===== src/ratpp_pkg.sv =====
`default_nettype none

package ratpp_pkg;

  localparam int unsigned WindowLenDefault = 10;

  localparam int RssiW    = 8;
  localparam int LatencyW = 10;
  localparam int LimitW   = 4;
  localparam int CfgIdxW  = 3;
  localparam int CfgDataW = 10;

  typedef enum logic [1:0] {
    LINK_STA_UP   = 2'd0,
    LINK_STA_DOWN = 2'd1,
    LINK_AP       = 2'd2,
    LINK_OTHER    = 2'd3
  } link_mode_e;

  typedef enum logic [1:0] {
    PWR_8P5  = 2'd0,
    PWR_13   = 2'd1,
    PWR_17   = 2'd2,
    PWR_19P5 = 2'd3
  } power_e;

  typedef enum logic [CfgIdxW-1:0] {
    CFG_HIGH_THR     = 3'd0,
    CFG_LOW_THR      = 3'd1,
    CFG_MID_FLOOR    = 3'd2,
    CFG_WEAK_LIMIT   = 3'd3,
    CFG_LATENCY_LIM  = 3'd4,
    CFG_PING_FAIL    = 3'd5,
    CFG_DISCONNECT   = 3'd6
  } cfg_idx_e;

  localparam logic signed [RssiW-1:0] HighThrReset   = -8'sd45;
  localparam logic signed [RssiW-1:0] LowThrReset    = -8'sd55;
  localparam logic signed [RssiW-1:0] MidFloorReset  = -8'sd72;
  localparam logic signed [RssiW-1:0] WeakLimitReset = -8'sd78;
  localparam logic [LatencyW-1:0]     LatencyReset   = 10'd150;
  localparam logic [LimitW-1:0]       PingFailReset  = 4'd3;
  localparam logic [LimitW-1:0]       DisconnReset   = 4'd3;
  localparam logic signed [RssiW-1:0] WindowFill     = -8'sd70;
  localparam logic [LimitW-1:0]       CountMax       = 4'd15;

  typedef struct packed {
    logic signed [RssiW-1:0] high_thr;
    logic signed [RssiW-1:0] low_thr;
    logic signed [RssiW-1:0] mid_floor;
    logic signed [RssiW-1:0] weak_limit;
    logic [LatencyW-1:0]     latency_limit;
    logic [LimitW-1:0]       ping_fail_limit;
    logic [LimitW-1:0]       disconnect_limit;
  } cfg_t;

  typedef struct packed {
    logic                    action;
    link_mode_e              link_mode;
    logic signed [RssiW-1:0] rssi;
    logic                    ping_ok;
    logic [LatencyW-1:0]     latency;
    logic                    scan_not_ready;
  } item_t;

  typedef struct packed {
    logic   power_write;
    power_e power_code;
    logic   restart_link;
    logic   request_scan;
  } result_t;

endpackage

`default_nettype wire


===== src/ratpp_window.sv =====
`default_nettype none

module ratpp_window #(
  parameter int unsigned WINDOW_LEN = ratpp_pkg::WindowLenDefault,
  localparam int SumW = $clog2(WINDOW_LEN * 128) + 1
) (
  input  wire logic                                 clk_i,
  input  wire logic                                 rst_ni,
  input  wire logic                                 step_i,
  input  wire logic                                 prime_i,
  input  wire logic                                 push_i,
  input  wire logic signed [ratpp_pkg::RssiW-1:0]   rssi_i,
  output logic signed [SumW-1:0]                    sum_o
);

  localparam int PtrW = $clog2(WINDOW_LEN);
  localparam logic signed [SumW-1:0] LenS = SumW'(WINDOW_LEN);
  localparam logic [PtrW-1:0] PtrLast = PtrW'(WINDOW_LEN - 1);

  logic signed [ratpp_pkg::RssiW-1:0] win_q [WINDOW_LEN];
  logic [PtrW-1:0]                    ptr_q, ptr_d;
  logic signed [SumW-1:0]             sum_q, sum_d;
  logic signed [SumW-1:0]             rssi_ext;
  logic signed [SumW-1:0]             old_ext;

  assign rssi_ext = SumW'(rssi_i);
  assign old_ext  = SumW'(win_q[ptr_q]);

  always_comb begin
    sum_d = sum_q;
    ptr_d = ptr_q;
    if (prime_i) begin
      sum_d = rssi_ext * LenS;
      ptr_d = '0;
    end else if (push_i) begin
      sum_d = sum_q - old_ext + rssi_ext;
      ptr_d = (ptr_q == PtrLast) ? '0 : ptr_q + PtrW'(1);
    end
  end

  assign sum_o = sum_d;

  always_ff @(posedge clk_i or negedge rst_ni) begin
    if (!rst_ni) begin
      ptr_q <= '0;
      sum_q <= SumW'(ratpp_pkg::WindowFill) * LenS;
      for (int i = 0; i < WINDOW_LEN; i++) begin
        win_q[i] <= ratpp_pkg::WindowFill;
      end
    end else if (step_i) begin
      ptr_q <= ptr_d;
      sum_q <= sum_d;
      if (prime_i) begin
        for (int i = 0; i < WINDOW_LEN; i++) begin
          win_q[i] <= rssi_i;
        end
      end else if (push_i) begin
        win_q[ptr_q] <= rssi_i;
      end
    end
  end

  a_ptr_bound: assert property (@(posedge clk_i) disable iff (!rst_ni)
    {1'b0, ptr_q} < (PtrW+1)'(WINDOW_LEN))
    else $error("window pointer out of range");

  a_prime_rewinds: assert property (@(posedge clk_i) disable iff (!rst_ni)
    step_i && prime_i |=> ptr_q == '0)
    else $error("prime did not rewind the window");

endmodule

`default_nettype wire


===== src/ratpp_policy.sv =====
`default_nettype none

module ratpp_policy #(
  parameter int unsigned WINDOW_LEN = ratpp_pkg::WindowLenDefault,
  localparam int SumW = $clog2(WINDOW_LEN * 128) + 1
) (
  input  wire logic                    clk_i,
  input  wire logic                    rst_ni,
  input  wire logic                    step_i,
  input  wire ratpp_pkg::item_t        item_i,
  input  wire ratpp_pkg::cfg_t         cfg_i,
  input  wire logic signed [SumW-1:0]  sum_i,
  output ratpp_pkg::result_t           result_o
);

  localparam logic signed [SumW-1:0] LenS = SumW'(WINDOW_LEN);

  logic [ratpp_pkg::LimitW-1:0] fail_q, fail_d, fail_inc;
  logic [ratpp_pkg::LimitW-1:0] disc_q, disc_d, disc_inc;
  ratpp_pkg::power_e            track_q, track_d, choice;
  logic signed [SumW-1:0]       hi_s, lo_s, floor_s, weak_s;
  logic                         weak_hit;

  assign hi_s     = SumW'(cfg_i.high_thr) * LenS;
  assign lo_s     = SumW'(cfg_i.low_thr) * LenS;
  assign floor_s  = SumW'(cfg_i.mid_floor) * LenS;
  assign weak_s   = SumW'(cfg_i.weak_limit) * LenS;
  assign weak_hit = sum_i < weak_s;

  always_comb begin
    fail_d   = fail_q;
    disc_d   = disc_q;
    track_d  = track_q;
    result_o = '{power_write: 1'b0, power_code: ratpp_pkg::PWR_8P5,
                 restart_link: 1'b0, request_scan: 1'b0};
    fail_inc = (fail_q < cfg_i.ping_fail_limit) ? fail_q + 4'd1 : fail_q;
    disc_inc = (disc_q < ratpp_pkg::CountMax) ? disc_q + 4'd1 : disc_q;
    choice   = track_q;
    if (sum_i > hi_s) begin
      choice = ratpp_pkg::PWR_8P5;
    end else if (sum_i < lo_s && sum_i > floor_s) begin
      choice = ratpp_pkg::PWR_13;
    end
    if (item_i.action) begin
      fail_d = '0;
      disc_d = '0;
    end else begin
      unique case (item_i.link_mode)
        ratpp_pkg::LINK_STA_UP: begin
          if (weak_hit) begin
            fail_d = item_i.ping_ok ? '0 : fail_inc;
            if (fail_d >= cfg_i.ping_fail_limit) begin
              result_o.power_write = 1'b1;
              result_o.power_code  = ratpp_pkg::PWR_19P5;
            end else if (item_i.latency > cfg_i.latency_limit) begin
              result_o.power_write = 1'b1;
              result_o.power_code  = ratpp_pkg::PWR_17;
            end
          end else if (choice != track_q) begin
            track_d              = choice;
            result_o.power_write = 1'b1;
            result_o.power_code  = choice;
          end
        end
        ratpp_pkg::LINK_STA_DOWN: begin
          disc_d = disc_inc;
          if (disc_inc >= cfg_i.disconnect_limit) begin
            disc_d                = '0;
            result_o.restart_link = 1'b1;
          end
        end
        ratpp_pkg::LINK_AP: begin
          fail_d                = '0;
          disc_d                = '0;
          result_o.power_write  = 1'b1;
          result_o.power_code   = ratpp_pkg::PWR_19P5;
          result_o.request_scan = item_i.scan_not_ready;
        end
        ratpp_pkg::LINK_OTHER: begin
          fail_d = '0;
          disc_d = '0;
        end
        default: begin
          fail_d = '0;
          disc_d = '0;
        end
      endcase
    end
  end

  always_ff @(posedge clk_i or negedge rst_ni) begin
    if (!rst_ni) begin
      fail_q  <= '0;
      disc_q  <= '0;
      track_q <= ratpp_pkg::PWR_19P5;
    end else if (step_i) begin
      fail_q  <= fail_d;
      disc_q  <= disc_d;
      track_q <= track_d;
    end
  end

  a_restart_clears: assert property (@(posedge clk_i) disable iff (!rst_ni)
    step_i && result_o.restart_link |=> disc_q == '0)
    else $error("restart left the disconnect count set");

  a_restart_alone: assert property (@(posedge clk_i) disable iff (!rst_ni)
    result_o.restart_link |-> !result_o.power_write && !result_o.request_scan)
    else $error("restart mixed with another request");

endmodule

`default_nettype wire


===== src/rssi_averaged_tx_power_policy.sv =====
// Transmit power policy driven by a running RSSI average.
// Input channel: in_valid_i / in_stall_o with one port per item field.
// A prime item (action_i high) fills the averaging window with its sample
// and clears the counters; a tick item acts according to link_mode_i.
// Output channel: out_valid_o / out_stall_i; exactly one result item per
// input item, carrying power_write_o, power_code_o, restart_link_o and
// request_scan_o.
// Each accepted item waits in the input register; its result is loaded into
// the result register when the item advances.
// Throughput is one item per cycle while the receiver does not stall; the
// window keeps a running sum so a push step is a single add and subtract.
// Configuration: cfg_we_i writes cfg_wdata_i into register cfg_index_i;
// write only while no item is in flight.
// Reset clears the window to -70 dBm per entry, both counters, and sets the
// tracked power to 19.5 dBm; no items are held.
// When the receiver stalls, the result register holds; an empty input register
// still takes one more item, and then in_stall_o is raised.
`default_nettype none

module rssi_averaged_tx_power_policy #(
  parameter int unsigned WINDOW_LEN = ratpp_pkg::WindowLenDefault
) (
  input  wire logic                                  clk_i,
  input  wire logic                                  rst_ni,
  input  wire logic                                  cfg_we_i,
  input  wire logic [ratpp_pkg::CfgIdxW-1:0]         cfg_index_i,
  input  wire logic [ratpp_pkg::CfgDataW-1:0]        cfg_wdata_i,
  input  wire logic                                  in_valid_i,
  output logic                                       in_stall_o,
  input  wire logic                                  action_i,
  input  wire logic [1:0]                            link_mode_i,
  input  wire logic signed [ratpp_pkg::RssiW-1:0]    rssi_dbm_i,
  input  wire logic                                  ping_ok_i,
  input  wire logic [ratpp_pkg::LatencyW-1:0]        ping_latency_ms_i,
  input  wire logic                                  scan_not_ready_i,
  output logic                                       out_valid_o,
  input  wire logic                                  out_stall_i,
  output logic                                       power_write_o,
  output logic [1:0]                                 power_code_o,
  output logic                                       restart_link_o,
  output logic                                       request_scan_o
);

  localparam int SumW = $clog2(WINDOW_LEN * 128) + 1;

  ratpp_pkg::cfg_t    cfg_q;
  ratpp_pkg::item_t   item_q;
  ratpp_pkg::result_t res_q, res_d;
  logic               in_valid_q, in_valid_d;
  logic               out_valid_q, out_valid_d;
  logic               advance, accept;
  logic signed [SumW-1:0] sum;

  assign advance    = in_valid_q && (!out_valid_q || !out_stall_i);
  assign in_stall_o = in_valid_q && !advance;
  assign accept     = in_valid_i && !in_stall_o;
  assign in_valid_d = (in_valid_q && !advance) || accept;
  assign out_valid_d = advance || (out_valid_q && out_stall_i);

  always_ff @(posedge clk_i or negedge rst_ni) begin
    if (!rst_ni) begin
      cfg_q.high_thr         <= ratpp_pkg::HighThrReset;
      cfg_q.low_thr          <= ratpp_pkg::LowThrReset;
      cfg_q.mid_floor        <= ratpp_pkg::MidFloorReset;
      cfg_q.weak_limit       <= ratpp_pkg::WeakLimitReset;
      cfg_q.latency_limit    <= ratpp_pkg::LatencyReset;
      cfg_q.ping_fail_limit  <= ratpp_pkg::PingFailReset;
      cfg_q.disconnect_limit <= ratpp_pkg::DisconnReset;
    end else if (cfg_we_i) begin
      unique case (ratpp_pkg::cfg_idx_e'(cfg_index_i))
        ratpp_pkg::CFG_HIGH_THR:    cfg_q.high_thr   <= cfg_wdata_i[ratpp_pkg::RssiW-1:0];
        ratpp_pkg::CFG_LOW_THR:     cfg_q.low_thr    <= cfg_wdata_i[ratpp_pkg::RssiW-1:0];
        ratpp_pkg::CFG_MID_FLOOR:   cfg_q.mid_floor  <= cfg_wdata_i[ratpp_pkg::RssiW-1:0];
        ratpp_pkg::CFG_WEAK_LIMIT:  cfg_q.weak_limit <= cfg_wdata_i[ratpp_pkg::RssiW-1:0];
        ratpp_pkg::CFG_LATENCY_LIM: cfg_q.latency_limit <= cfg_wdata_i;
        ratpp_pkg::CFG_PING_FAIL:
          cfg_q.ping_fail_limit <= cfg_wdata_i[ratpp_pkg::LimitW-1:0];
        ratpp_pkg::CFG_DISCONNECT:
          cfg_q.disconnect_limit <= cfg_wdata_i[ratpp_pkg::LimitW-1:0];
        default: begin
        end
      endcase
    end
  end

  always_ff @(posedge clk_i or negedge rst_ni) begin
    if (!rst_ni) begin
      in_valid_q  <= 1'b0;
      out_valid_q <= 1'b0;
    end else begin
      in_valid_q  <= in_valid_d;
      out_valid_q <= out_valid_d;
    end
  end

  always_ff @(posedge clk_i) begin
    if (accept) begin
      item_q.action         <= action_i;
      item_q.link_mode      <= ratpp_pkg::link_mode_e'(link_mode_i);
      item_q.rssi           <= rssi_dbm_i;
      item_q.ping_ok        <= ping_ok_i;
      item_q.latency        <= ping_latency_ms_i;
      item_q.scan_not_ready <= scan_not_ready_i;
    end
    if (advance) begin
      res_q <= res_d;
    end
  end

  ratpp_window #(
    .WINDOW_LEN(WINDOW_LEN)
  ) u_window (
    .clk_i  (clk_i),
    .rst_ni (rst_ni),
    .step_i (advance),
    .prime_i(item_q.action),
    .push_i (!item_q.action && item_q.link_mode == ratpp_pkg::LINK_STA_UP),
    .rssi_i (item_q.rssi),
    .sum_o  (sum)
  );

  ratpp_policy #(
    .WINDOW_LEN(WINDOW_LEN)
  ) u_policy (
    .clk_i   (clk_i),
    .rst_ni  (rst_ni),
    .step_i  (advance),
    .item_i  (item_q),
    .cfg_i   (cfg_q),
    .sum_i   (sum),
    .result_o(res_d)
  );

  assign out_valid_o    = out_valid_q;
  assign power_write_o  = res_q.power_write;
  assign power_code_o   = res_q.power_code;
  assign restart_link_o = res_q.restart_link;
  assign request_scan_o = res_q.request_scan;

  a_advance_fills: assert property (@(posedge clk_i) disable iff (!rst_ni)
    advance |=> out_valid_q)
    else $error("processed item did not reach the result register");

  a_stall_needs_item: assert property (@(posedge clk_i) disable iff (!rst_ni)
    in_stall_o |-> in_valid_q && out_valid_q && out_stall_i)
    else $error("input stalled without a blocked result");

  a_code_idle: assert property (@(posedge clk_i) disable iff (!rst_ni)
    out_valid_o && !power_write_o |-> power_code_o == ratpp_pkg::PWR_8P5)
    else $error("power code set without a power write");

endmodule

`default_nettype wire

===== config.mk =====
export PLATFORM = sky130hd
export DESIGN_NAME = rssi_averaged_tx_power_policy
export DESIGN_NICKNAME = d
export VERILOG_FILES = /design/src/ratpp_pkg.sv /design/src/ratpp_window.sv /design/src/ratpp_policy.sv /design/src/rssi_averaged_tx_power_policy.sv
export SDC_FILE = /design/constraint.sdc
export NUM_CORES = 1
export LEC_CHECK = 0
export ABC_CLOCK_PERIOD_IN_PS = 7200
export CORE_ASPECT_RATIO = 0.7
export CORE_MARGIN = 10
export CORE_UTILIZATION = 60
export CTS_BUF_LIST = sky130_fd_sc_hd__clkbuf_8
export DETAILED_ROUTE_END_ITERATION = 7
export DONT_BUFFER_PORTS = 1
export GPL_ROUTABILITY_DRIVEN = 0
export PLACE_DENSITY_LB_ADDON = 0.12
export SLEW_MARGIN = 20
export SYNTH_ARGS = -nofsm -noshare
export SYNTH_HDL_FRONTEND = slang
export SYNTH_SLANG_ARGS = --single-unit

===== constraint.sdc =====
create_clock -name clk_i -period 7.2 [get_ports clk_i]
set_input_delay 1.44 -clock clk_i [delete_from_list [all_inputs] [get_ports clk_i]]
set_output_delay 1.44 -clock clk_i [all_outputs]
set_load 0.05 [all_outputs]

==> reports/results.ini <==
[cells_and_area]
nNetsFinal=1346
area_growth_pct=5.80
drive_above_1_share=0.217
antennaDiodeCount=0

[routing]
wirelength_mm=28.4
via_per_inst=6.03
ant_nets=0
num_vias=8611
wl_per_cell_microns=19.9
drc=0
first_pass_iters=5
drtIter0Drc=728

[synth]
yosys_warnings=0
netlist_instances=1143
synth-seq-cells=186
synthArstFlopShare=0.849
synth_nets=1343
syn_avg_cell_area_sq_um=10.6
ys_seq_area_frac=0.403
synth_edf_count=28
synth_area_sq_um=12100
ys_types=75
synth_ff_type=dfstp_2

[clock_tree]
numCtsBuffers=17
post_cts_resized=0
clock_latency_ns=0.48
clockBufferDepth=2
htreeDepth=4
cts.sinks=186
hold_buffers=0
cts_tree=done
cts_setup_buffers=0
clkTransAtPathRegs_ns=0.10
cts_root_buf=clkbuf_8

[worst_setup_path]
path_class=flip-flop to flip-flop
reg2reg_depth=21
r2r_slack_ns=0.78
arrival_ns=6.62
worst-endpoint-required_ns=7.40
r2r-end=power_write_o$_SDFFCE_PP0P_
critPathLaunch=u_window.ptr_q[0]$_DFFE_PN0P_
reg2reg_from=u_window.ptr_q[0]$_DFFE_PN0P_
path_max_fanout=35
crit_path_end_kind=flip-flop
start_kind=flip-flop

[sta]
fin_crit_sh=0.891
worst_slew_pin_slew_ns=0.954
fmaxAchievable_mhz=156
skew_ns=0.0155
tns_ns=0
rsz0062_at_grt=no
period_needed_ns=6.42
slew_viol_final=0
setup_viol=0
holdWs_ns=0.474
finalHoldViolations=0
slew_headroom=0.364

[floorplanning]
design.portCount=48
die_area_sq_um=26400
core_sq_um=19900
num_rows=43
die_h_microns=139
die_w_microns=190
start_util=0.612

[grt]
grt_pass1_vias=8464
grt_usage=0.221
grt_max_degree=159
grt_overflow=0
grt_pass1_wl_mm=46.7
antenna_found_initial=1

[worst_hold_path]
hold_end=u_policy.track_q[1]$_DFFE_PN1P_
hp-start=u_policy.track_q[1]$_DFFE_PN1P_
min_path_cells=1
hold_path.class=flip-flop to flip-flop

[power_and_ir_drop]
p_leak_nw=5.72
powerDensity_nw_per_um2=387
irDropWorstVdd_mv=0.184

[run]
max_cap_violations=0

[place]
port_buffers=0
hpwl_mm=21.1

[status]
outcome=finished, final reports clean

-- synth_stat cells, types with 3 or more instances --
| cell | n | area [sq um] |
|---|---|---|
| nand4b_1 | 3 | 26.3 |
| nand2b_1 | 12 | 75.1 |
| and3_1 | 5 | 31.3 |
| a31oi_1 | 3 | 18.8 |
| o21ai_0 | 95 | 475 |
| or3_1 | 6 | 37.5 |
| o22ai_1 | 3 | 18.8 |
| a21o_1 | 20 | 150 |
| inv_1 | 111 | 417 |
| buf_2 | 7 | 35.0 |
| a211oi_1 | 12 | 90.1 |
| mux2i_1 | 4 | 40.0 |
| nand2_1 | 93 | 349 |
| a221oi_1 | 7 | 61.3 |
| o21bai_1 | 9 | 67.6 |
| nand4_1 | 6 | 37.5 |
| ha_1 | 143 | 1790 |
| xor2_1 | 20 | 175 |
| nor2b_1 | 9 | 56.3 |
| nor4_1 | 4 | 25.0 |
| clkinv_1 | 3 | 11.3 |
| dfstp_2 | 82 | 2150 |
| a21oi_1 | 62 | 310 |
| nor2_1 | 54 | 203 |
| clkbuf_1 | 14 | 52.6 |
| buf_1 | 3 | 11.3 |
| o31ai_1 | 3 | 22.5 |
| nand3_1 | 23 | 115 |
| xnor2_1 | 16 | 140 |
| dfrtp_1 | 76 | 1900 |
| o21a_1 | 7 | 52.6 |
| mux4_2 | 16 | 360 |
| a22oi_1 | 6 | 45.0 |
| a22o_1 | 4 | 35.0 |
| edfxtp_1 | 28 | 841 |
| fa_1 | 16 | 320 |
| nor3_1 | 15 | 75.1 |
| mux2_2 | 91 | 1020 |
-- area by class of cell --
| type | instances | area (sq um) |
|---|---|---|
| well taps | 270 | 338 |
| repair buffers | 10 | 75.1 |
| fillers | 1602 | 7010 |
| flip-flops and latches | 186 | 4900 |
| clock buffers | 18 | 248 |
| multi-input cells | 816 | 6700 |
| inverters | 115 | 432 |
| clock inverters | 14 | 150 |
-- state kept, by name (all words and copies together), names as in the netlist --
register,count
item_q,23
restart_link_o,1
in_valid_q,1
u_policy.track_q,2
u_policy.disc_q,4
power_code_o,2
u_policy.fail_q,4
request_scan_o,1
out_valid_o,1
cfg_q,50
power_write_o,1
u_window.win_q,80
u_window.ptr_q,4
u_window.sum_q,12
-- cells in the final DEF (no fill, tap or decap), types with 23 or more instances in the layout --
cell type and instances:
edfxtp_1 28, nand2_1 93, dfrtp_1 75, ha_1 143, a21oi_1 61, inv_1 111
dfstp_2 82, nor2_1 54, mux2_2 91, nand3_1 23, o21ai_0 95
-- cells by family after synthesis --
group,Yosys count,share of synthesized area
mux,111,0.117
flops,186,0.403
simple gates,248,0.0972
fa+ha+maj,159,0.174
compound gates,261,0.135
buf+inv,141,0.0452
xor+xnor,37,0.0278
-- critical path, cell delays in order (launching register included) --
cell,delay (ns)
dfrtp_2,0.97
mux4_2,0.61
a22oi_1,0.20
nor2_1,0.06
a21oi_1,0.21
inv_1,0.17
fa_1,0.50
inv_1,0.05
ha_1,0.38
and3_1,0.18
a21oi_1,0.18
nand3_1,0.15
nand2_1,0.10
xnor3_1,0.29
a21oi_1,0.47
ha_1,0.36
o221ai_1,0.26
nor3_1,0.10
a21oi_2,0.49
a221oi_2,0.18
nor2_1,0.13
a2bb2oi_1,0.08
-- power breakdown --
| group | internal, W | switching, W | total (W) | leakage, nW |
|---|---|---|---|---|
| clock network | 0.000270 | 0.000437 | 0.000707 | 0.202 |
| registers | 0.00138 | 0.000198 | 0.00157 | 2.06 |
| logic | 0.00119 | 0.00149 | 0.00269 | 3.46 |
| total | 0.00284 | 0.00213 | 0.00497 | 5.72 |
-- routing by layer --
| layer | routed length (microns) | vias up | GRT usage |
|---|---|---|---|
| li1 | - | 4095 | - |
| met1 | 14400 | 4179 | 0.347 |
| met2 | 11200 | 303 | 0.291 |
| met3 | 2420 | 34 | 0.0590 |
| met4 | 369 | 0 | 0.0500 |
| met5 | 0 | - | 0 |
-- how the worst max path moves through the flow --
stage | to | slack, ns | cells after the start
after global routing | power_write_o$_SDFFCE_PP0P_ | 0.26 | 21
after detailed placement | power_write_o$_SDFFCE_PP0P_ | 0.83 | 21
after global placement | power_write_o$_SDFFCE_PP0P_ | 0.98 | 21
final | power_write_o$_SDFFCE_PP0P_ | 0.78 | 21
after floorplan | power_write_o$_SDFFCE_PP0P_ | 1.74 | 24
after CTS | power_write_o$_SDFFCE_PP0P_ | 0.81 | 21
-- through the flow --
step           total power, W  instance area [sq um]  setup WS (ns)  std cells   util
6_report              0.00497                  12800          0.783       1429  0.647
5_1_grt               0.00540                  12800          0.256       1429  0.647
4_1_cts               0.00495                  12800          0.809       1429  0.647
3_5_place_dp          0.00421                  12400          0.834       1397  0.627
3_3_place_gp          0.00415                  12400          0.979       1397  0.627
2_1_floorplan         0.00360                  12100           1.74       1143      -
(Power assumes the default switching activity.)
